`config.mk`:
```
export PLATFORM = sky130hd
export DESIGN_NAME = fp64_next_after_fp32_direction
export DESIGN_NICKNAME = d
export VERILOG_FILES = /design/src/rtl/fnafd_pkg.sv /design/src/rtl/fnafd_widen.sv /design/src/rtl/fnafd_core.sv /design/src/rtl/fp64_next_after_fp32_direction.sv
export VERILOG_INCLUDE_DIRS = /design/src /design/src/rtl
export SDC_FILE = /design/constraint.sdc
export NUM_CORES = 1
export LEC_CHECK = 0
export BUFFER_PORTS_ARGS = -buffer_cell sky130_fd_sc_hd__buf_2
export CELL_PAD_IN_SITES_DETAIL_PLACEMENT = 2
export CELL_PAD_IN_SITES_GLOBAL_PLACEMENT = 2
export CORE_MARGIN = 10
export CORE_UTILIZATION = 40
export DETAILED_ROUTE_END_ITERATION = 16
export PLACE_DENSITY_LB_ADDON = 0.1
export SLEW_MARGIN = 20
export SYNTH_ARGS = -nofsm -noshare
export SYNTH_HDL_FRONTEND = slang
export SYNTH_SLANG_ARGS = --single-unit
```
`constraint.sdc`:
```
create_clock -name clock -period 19.4 [get_ports clock]
set_clock_uncertainty 0.2 [all_clocks]
set_input_delay 3.88 -clock clock [delete_from_list [all_inputs] [get_ports clock]]
set_output_delay 3.88 -clock clock [all_outputs]
set_load 0.02 [all_outputs]
```
`src/rtl/fp64_next_after_fp32_direction_assert.svh`:
```
// Assertion macros for the next-after block
`ifndef FP64_NEXT_AFTER_FP32_DIRECTION_ASSERT_SVH
`define FP64_NEXT_AFTER_FP32_DIRECTION_ASSERT_SVH

// implication checked on every rising clock edge outside reset
`define NA_ASSERT_IMP(label, clk, rst, ante, cons) \
   label: assert property (@(posedge clk) disable iff (rst) (ante) |-> (cons)) \
      else $error("assertion failed");

// next-cycle implication
`define NA_ASSERT_NEXT(label, clk, rst, ante, cons) \
   label: assert property (@(posedge clk) disable iff (rst) (ante) |=> (cons)) \
      else $error("assertion failed");

`endif

```
`src/rtl/fnafd_pkg.sv`:
```
`timescale 1ns / 1ps
`default_nettype none
// ----------------------------------------------------------------------------
// fnafd_pkg
// Constants and types shared by the next-after datapath.
// ----------------------------------------------------------------------------
package fnafd_pkg;
   localparam logic [63:0] SIGN64  = 64'h8000_0000_0000_0000;
   localparam logic [63:0] EXP64   = 64'h7FF0_0000_0000_0000;
   localparam logic [63:0] QNAN64  = 64'h7FF8_0000_0000_0000;
   localparam logic [63:0] MINNORM = 64'h0010_0000_0000_0000;

   typedef struct packed {
      logic [63:0] bits;
      logic        ovf;
      logic        unf;
   } result_type;
endpackage
`default_nettype wire

```
`src/rtl/fnafd_widen.sv`:
```
`timescale 1ns / 1ps
`default_nettype none
// ----------------------------------------------------------------------------
// fnafd_widen
// Exact widening of a binary32 pattern to binary64 (NaN not handled).
// ----------------------------------------------------------------------------
module fnafd_widen (
   input  wire logic [31:0] y_bits,
   output logic      [63:0] y_wide
);
   import fnafd_pkg::*;

   logic [7:0]  exp_s;
   logic [22:0] man_s;
   logic [4:0]  lead;
   logic [63:0] shifted;

   assign exp_s = y_bits[30:23];
   assign man_s = y_bits[22:0];

   // leading-one position of a subnormal mantissa
   always_comb begin
      lead = 5'd0;
      for (int i = 0; i < 23; i++) begin
         if (man_s[i]) lead = 5'(i);
      end
   end

   assign shifted = {41'd0, man_s} << (6'd52 - {1'b0, lead});

   always_comb begin
      if (exp_s == 8'hFF) begin
         y_wide = {y_bits[31], 63'd0} | EXP64;
      end else if (exp_s == 8'd0) begin
         if (man_s == 23'd0) y_wide = {y_bits[31], 63'd0};
         else y_wide = {y_bits[31], 11'({6'd0, lead} + 11'd874), shifted[51:0]};
      end else begin
         y_wide = {y_bits[31], 11'({3'd0, exp_s} + 11'd896), man_s, 29'd0};
      end
   end
endmodule
`default_nettype wire

```
`src/rtl/fnafd_core.sv`:
```
`timescale 1ns / 1ps
`default_nettype none
// ----------------------------------------------------------------------------
// fnafd_core
// Case selection and one-unit step of the binary64 pattern.
// ----------------------------------------------------------------------------
module fnafd_core (
   input  wire logic [63:0]            x_bits,
   input  wire logic [31:0]            y_bits,
   output fnafd_pkg::result_type       res
);
   import fnafd_pkg::*;

   logic [63:0] yd, kx, ky, stepped;
   logic        x_nan, y_nan, x_zero, y_zero, xgt, shrink;

   fnafd_widen u_widen (.y_bits(y_bits), .y_wide(yd));

   assign x_nan  = (x_bits[62:52] == 11'h7FF) && (x_bits[51:0] != 52'd0);
   assign y_nan  = (y_bits[30:23] == 8'hFF) && (y_bits[22:0] != 23'd0);
   assign x_zero = (x_bits[62:0] == 63'd0);
   assign y_zero = (yd[62:0] == 63'd0);

   // order keys: monotone unsigned mapping of the float ordering
   assign kx = x_zero ? SIGN64 : (x_bits[63] ? ~x_bits : (x_bits | SIGN64));
   assign ky = y_zero ? SIGN64 : (yd[63] ? ~yd : (yd | SIGN64));
   assign xgt    = kx > ky;
   assign shrink = x_bits[63] ? ~xgt : xgt;
   assign stepped = shrink ? x_bits - 64'd1 : x_bits + 64'd1;

   always_comb begin
      res.bits = x_bits;
      res.ovf  = 1'b0;
      res.unf  = 1'b0;
      if (x_nan) begin
         res.bits = x_bits;
      end else if (y_nan) begin
         res.bits = QNAN64;
      end else if ((x_zero && y_zero) || (x_bits[62:0] == EXP64[62:0]) || (kx == ky)) begin
         res.bits = x_bits;
      end else if (x_zero) begin
         res.bits = MINNORM | (xgt ? SIGN64 : 64'd0);
      end else begin
         res.bits = stepped;
         res.ovf  = (stepped[62:0] == EXP64[62:0]);
         res.unf  = (stepped[62:0] == 63'd0);
      end
   end
endmodule
`default_nettype wire

```
`src/rtl/fp64_next_after_fp32_direction.sv`:
```
`timescale 1ns / 1ps
`default_nettype none
// ----------------------------------------------------------------------------
// fp64_next_after_fp32_direction
// Neighbor of a binary64 value toward a binary32 direction value.
// ----------------------------------------------------------------------------
//  channel | ports                  | handshake
//  request | req_x_bits, req_y_bits | start & !busy
//  result  | rsp_*                  | rsp_valid, one cycle
//
// The result passes an input register, then a result register.
// One word per cycle; busy is always low.
// Synchronous reset clears the valid bits only.
// The receiver cannot stall, so results are never held.
module fp64_next_after_fp32_direction (
   input  wire logic        clock,
   input  wire logic        reset,
   input  wire logic        start,
   output logic             busy,
   input  wire logic [63:0] req_x_bits,
   input  wire logic [31:0] req_y_bits,
   output logic             rsp_valid,
   output logic      [63:0] rsp_result_bits,
   output logic             rsp_overflow_flag,
   output logic             rsp_underflow_flag,
   output logic             rsp_inexact_flag
);
   import fnafd_pkg::*;
`include "fp64_next_after_fp32_direction_assert.svh"

   logic        in_vld_ff, out_vld_ff;
   logic [63:0] x_ff;
   logic [31:0] y_ff;
   result_type  res_in, res_ff;

   assign busy = 1'b0;

   // input register
   always_ff @(posedge clock) begin
      if (reset) in_vld_ff <= 1'b0;
      else in_vld_ff <= start;
      if (start) begin
         x_ff <= req_x_bits;
         y_ff <= req_y_bits;
      end
   end

   fnafd_core u_core (.x_bits(x_ff), .y_bits(y_ff), .res(res_in));

   // result register
   always_ff @(posedge clock) begin
      if (reset) out_vld_ff <= 1'b0;
      else out_vld_ff <= in_vld_ff;
      res_ff <= res_in;
   end

   assign rsp_valid          = out_vld_ff;
   assign rsp_result_bits    = res_ff.bits;
   assign rsp_overflow_flag  = res_ff.ovf;
   assign rsp_underflow_flag = res_ff.unf;
   assign rsp_inexact_flag   = res_ff.ovf | res_ff.unf;

   `NA_ASSERT_NEXT(a_lat, clock, reset, start, ##1 rsp_valid)
   `NA_ASSERT_IMP(a_flags, clock, reset, rsp_valid, !(rsp_overflow_flag && rsp_underflow_flag))
   `NA_ASSERT_IMP(a_ovf, clock, reset, rsp_valid && rsp_overflow_flag,
                  rsp_result_bits[62:52] == 11'h7FF && rsp_result_bits[51:0] == 52'd0)
endmodule
`default_nettype wire

```
Yosys cells after proc, flatten, opt, wreduce, memory -nomap -nowiden. Index checks and enable logic that the tools add are counted.

Equality and inequality tests: 5. Shifts and indexed selects: 1. Magnitude comparators: 1. Add/subtract/negate cells: 5. Bitwise logic cells: 4. Mux-type cells: 36. Reductions and logical operators: 13.

Operators with widths (number): $mux 64 (10); $logic_not 63->1 (3); $mux 63 (3); $not 64->64 (2); $eq 63x63->1 const B (2); $mux 5 (20); $add 64x1->64 const B (1); $eq 64x64->1 (1); $gt 64x64->1 (1); $sub 64x1->64 const B (1); $reduce_bool 52->1 (1); $shl 23x6->52 (1); $logic_not 23->1 (1); $reduce_bool 23->1 (1); $add 5x10->11 const B (1); $add 8x10->11 const B (1); $eq 11x11->1 const B (1); $eq 8x8->1 const B (1); $logic_not 8->1 (1); $sub 6x5->6 const A (1); $reduce_or 4->1 (1); $logic_and 1x1->1 (3); $logic_or 1x1->1 (2); $mux 1 (2); 3 further kinds (3).

Input port bits: 99. Flip-flop bits (word level): 164. Output and inout port bits: 69. Word-level logic and storage cells: 72.

Logic depth before layout (Yosys ltp).
Depth in word-level cells: 38. Mapped depth: 43. Mapped depth without buffers: 40.

Hierarchy. Synthesis repeated with hierarchy kept, for this count alone.

Cell total of the unflattened synthesis: 1916. Area total of the unflattened synthesis: 15976.6 um^2.

Modules (own cells, without submodules): fnafd_core (cells an instance 1299, instances 1, sequential area each 0.0 um^2, area each 8833.5 um^2); fp64_next_after_fp32_direction (cells an instance 169, instances 1, sequential area each 4244.1 um^2, area each 4274.1 um^2); fnafd_widen (cells an instance 448, instances 1, sequential area each 0.0 um^2, area each 2869.0 um^2).

Least setup slack after synthesis. Ideal clock, no wire load.

Path kind: register -> register. From: reg y_ff[14]. To: reg res_ff (netlist bit rsp_underflow_flag). Path slack: 7832 ps. Required time: 19139 ps. Buffers on the path: 3. Cell stages (with the launch flop): 37. Arrival: 11307 ps. Clock period less this slack: 11568 ps. Cells stage by stage: edfxtp_1 > buf_2 > or3_1 > a311o_1 > a21oi_2 > inv_2 > buf_2 > ha_1 > xnor2_1 > buf_2 > mux4_2 > o32a_1 > a221oi_1 > nor3_1 > or3b_1 > ha_1 > a21o_1 > a21o_1 > a21o_1 > a21o_1 > a21oi_1 > o21ai_0 > a21oi_1 > o22ai_1 > a21oi_1 > xnor2_1 > ha_1 > a21o_4 > a2111oi_4 > nor3_2 > or4_4 > o31ai_4 > o21bai_2 > xnor2_1 > or4_2 > nor4_4 > and4bb_1.

Cells in the longest elaborated chain, start to end: 22.

Ends and longest elaborated chain: start, declared (line fp64_next_after_fp32_direction.sv:33) `logic [31:0] y_ff;`; start signal, assigned (line fp64_next_after_fp32_direction.sv:44) `y_ff <= req_y_bits;`; branches (longest 22 deep; another with $sub 6x5->6); end signal, assigned (line fp64_next_after_fp32_direction.sv:54) `res_ff <= res_in;`; end, declared (line fp64_next_after_fp32_direction.sv:34) `result_type res_in, res_ff;`.

Several ways; the timed one is not identified. A chain may end at the register's enable or synchronous reset.

Worst setup path after layout.
From: reg y_ff[22]. To: reg res_ff (netlist bit rsp_underflow_flag).

Cells in the longest elaborated chain, start to end: 14.

Ends and longest elaborated chain: branches (longest 14 deep; another with $gt 64x64->1).

Several ways; the timed one is not identified.

==> impl_metrics.py <==
metrics = {
    "clock_network": {
        "post_cts_resized": 0,
        "cts_max_level": 4,
        "post-cts-setup-buffers": 0,
        "numCtsBuffers": 17,
        "clock_path_buffers": 2,
        "clock_tree.root_cell": "clkbuf_16",
        "insertion_delay_ns": 0.49,
        "cts_num_sinks": 164,
        "cts_tree": "built",
        "clkTransAtPathRegs_ns": 0.07,
        "holdBufCountCts": 0,
    },
    "final_layout": {
        "layout-drive-gt1-share_pct": 14.5,
        "antenna_cells": 0,
        "multi_input_area_um2": 10500,
        "area_growth_pct": 11.3,
        "nets": 2153,
        "post-route-util_pct": 45.3,
        "n_fill_cell": 4270,
        "seq_area_um2": 4240,
    },
    "floorplan": {
        "row_count": 71,
        "ios": 168,
        "dieArea_um2": 46600,
        "die_w_um": 216,
        "core_um2": 37800,
        "fp.dieH_um": 216,
        "start_util_pct": 40.7,
    },
    "yosys": {
        "synthFlopType": "edfxtp_1",
        "netlist.area_leader.share_pct": 18.8,
        "synthArstFlopShare_pct": 0,
        "yosysSeqAreaShare_pct": 27.7,
        "synth.avg_cell_area_um2": 8.36,
        "yosysTopAreaCell": "edfxtp_1",
        "yosysWarnings": 0,
        "netlist_instances": 1836,
        "synth_edf_count": 96,
        "synth_nets": 2066,
        "synth-seq-cells": 164,
        "syn_area_um2": 15300,
        "synth_area_leaders": "edfxtp_1 19%, ha_1 11%, dfxtp_1 8.9%",
        "ys_types": 102,
    },
    "worst_setup_path": {
        "max_stage_delay_ns": 0.88,
        "crit_type": "reg -> reg",
        "worst_setup_path_start_kind": "flop",
        "critPathTopFamily": "simple AND/OR/NAND/NOR gates",
        "crit_slowest_cell": "ha_1",
        "r2r_start": "y_ff[22]$_DFFE_PP_",
        "path_buf_inv": 3,
        "path_common_cell": "ha_1",
        "crit_path_start": "y_ff[22]$_DFFE_PP_",
        "cp_data_required_time_ns": 19.62,
        "worstPathArrival_ns": 12.73,
        "crit_fanout": 63,
        "endpoint_kind": "flop",
    },
    "routing": {
        "vias_per_cell": 6.26,
        "postRouteAntennaNets": 0,
        "dr_total_vias": 15300,
        "firstDrtPassIters": 5,
        "drc_errors": 0,
        "dr.first_iter.drc_count": 1119,
        "drt-total-wl_um": 63600,
        "wl_per_cell_um": 26.0,
    },
    "timing": {
        "final_hold_viol_count": 0,
        "worst_pin_slew_ns": 1.19,
        "fin_crit_ns": 12.51,
        "finalCritPeriodShare_pct": 64.5,
        "fmax_ghz": 0.0799,
        "slew_viol_final": 0,
        "setup_viol": 0,
        "rsz0062_at_grt": "false",
        "relSlewSlack_pct": 20.5,
        "setup_tns_ns": 0,
    },
    "global_route": {
        "antenna_found_initial": 1,
        "gr-total-overflow": 0,
        "grt_max_degree": 64,
        "grt.total_usage_pct": 26.8,
        "grt_pass1_vias": 16400,
        "grt_first_pass_wirelength_um": 99300,
    },
    "flow_run": {
        "cap_violations": 0,
    },
    "placed_design": {
        "hpwlAfterDp_um": 49300,
        "port_buffers": 166,
        "place_congestion": 0.938,
    },
    "pwr": {
        "leakage_uw": 0.00715,
        "p_per_area_nw_per_um2": 131,
        "ir_drop_mv": 0.0964,
    },
    "min_path": {
        "hold_start": "in_vld_ff$_SDFF_PP0_",
        "min_path_type": "reg -> reg",
    },
    "outcome": {
        "status": "finished clean",
    },
}
synth_stat cells, types with 8 or more instances:
cell	count
a211o_1	9
a211oi_1	15
a21o_1	64
a21oi_1	167
a221o_1	9
a221oi_1	11
a22o_1	16
a22oi_1	11
a31oi_1	14
and2_1	15
and3_1	13
buf_2	14
clkbuf_1	83
dfxtp_1	68
edfxtp_1	96
ha_1	130
inv_1	28
mux2i_1	49
mux4_2	8
nand2_1	153
nand2b_1	22
nand3_1	24
nand4_1	39
nor2_1	198
nor2b_1	15
nor3_1	35
nor4_1	31
o211ai_1	24
o21a_1	14
o21ai_0	96
o21ai_1	22
o21bai_1	12
o221ai_1	10
o22ai_1	8
o31ai_1	11
or2_2	11
or3_1	19
xnor2_1	95
xor2_1	41
layer usage:
| metal | GRT usage (%) | up-vias | share of wire, % |
|---|---|---|---|
| met5 | 0 | - | 0 |
| met4 | 7.06 | 0 | 1.9 |
| met3 | 4.08 | 66 | 4.6 |
| met2 | 45.0 | 377 | 48 |
| met1 | 35.2 | 7813 | 45 |
| li1 | - | 7057 | - |
logic make-up (layout without fill, tap and decap cells):
family                     count (synthesis)  after routing  share of synthesized area (%)
DFF                                      164            164                           27.7
buffers and inverters                    144            244                           4.07
AOI/OAI and AO/OA                        579            579                           25.0
and+or+nand+nor                          616            616                           19.8
muxes                                     65             65                           4.96
other                                      1              1                         0.0244
xor gates and xnor gates                 136            136                           7.76
adders and majority gates                131            131                           10.7
metrics by stage:
stage          hold slack, ns  cell area (um2)  total power (uW)  instances  setup WS, ns
6_report                0.252            17100              2230       2447          6.89
5_1_grt                 0.282            17100              2390       2447          5.80
4_1_cts                 0.255            17100              2230       2447          6.66
3_5_place_dp            0.250            16500              1850       2415          6.81
3_3_place_gp            0.217            16500              1790       2415          7.52
2_1_floorplan           0.214            15300              1440       1836          7.83
layout by cell type (no fill, tap or decap), drive strengths merged, types with 39 or more instances in the layout:
master and count:
dfxtp 68, nand4 40, o21ai 118, mux2i 49, a21o 65, nor2 198
nand2 153, a21oi 171, xnor2 95, xor2 41, nor3 39, edfxtp 96
ha 130, buf 183
state kept, by name, indices dropped and copies added, names as in the netlist:
register	count
rsp_overflow_flag	1
x_ff	64
y_ff	32
in_vld_ff	1
rsp_result_bits	64
rsp_valid	1
rsp_underflow_flag	1
worst paths after layout:
kind                                         to  slack [ns]  depth (start not counted)
setup / recovery  rsp_underflow_flag$_SDFF_PP0_        6.89                         36
hold / removal             rsp_valid$_SDFF_PP0_        0.25                          1
setup reg to reg  rsp_underflow_flag$_SDFF_PP0_        6.89                         36
hold reg to reg            rsp_valid$_SDFF_PP0_        0.25                          1
final cells by class:
cell class	instances	share of cell area, %
clock inverters	15	1.08
repair buffers	183	5.62
well taps	511	3.74
clock buffers	17	2.49
flip-flops and latches	164	24.8
inverters	29	0.637
multi-input cells	1528	61.6
report_power, final:
group / total [uW] / internal (uW) / switching, uW
clock network: 362 / 195 / 167
registers: 517 / 461 / 55.7
logic: 1360 / 484 / 871
(Power assumes the default switching activity.)
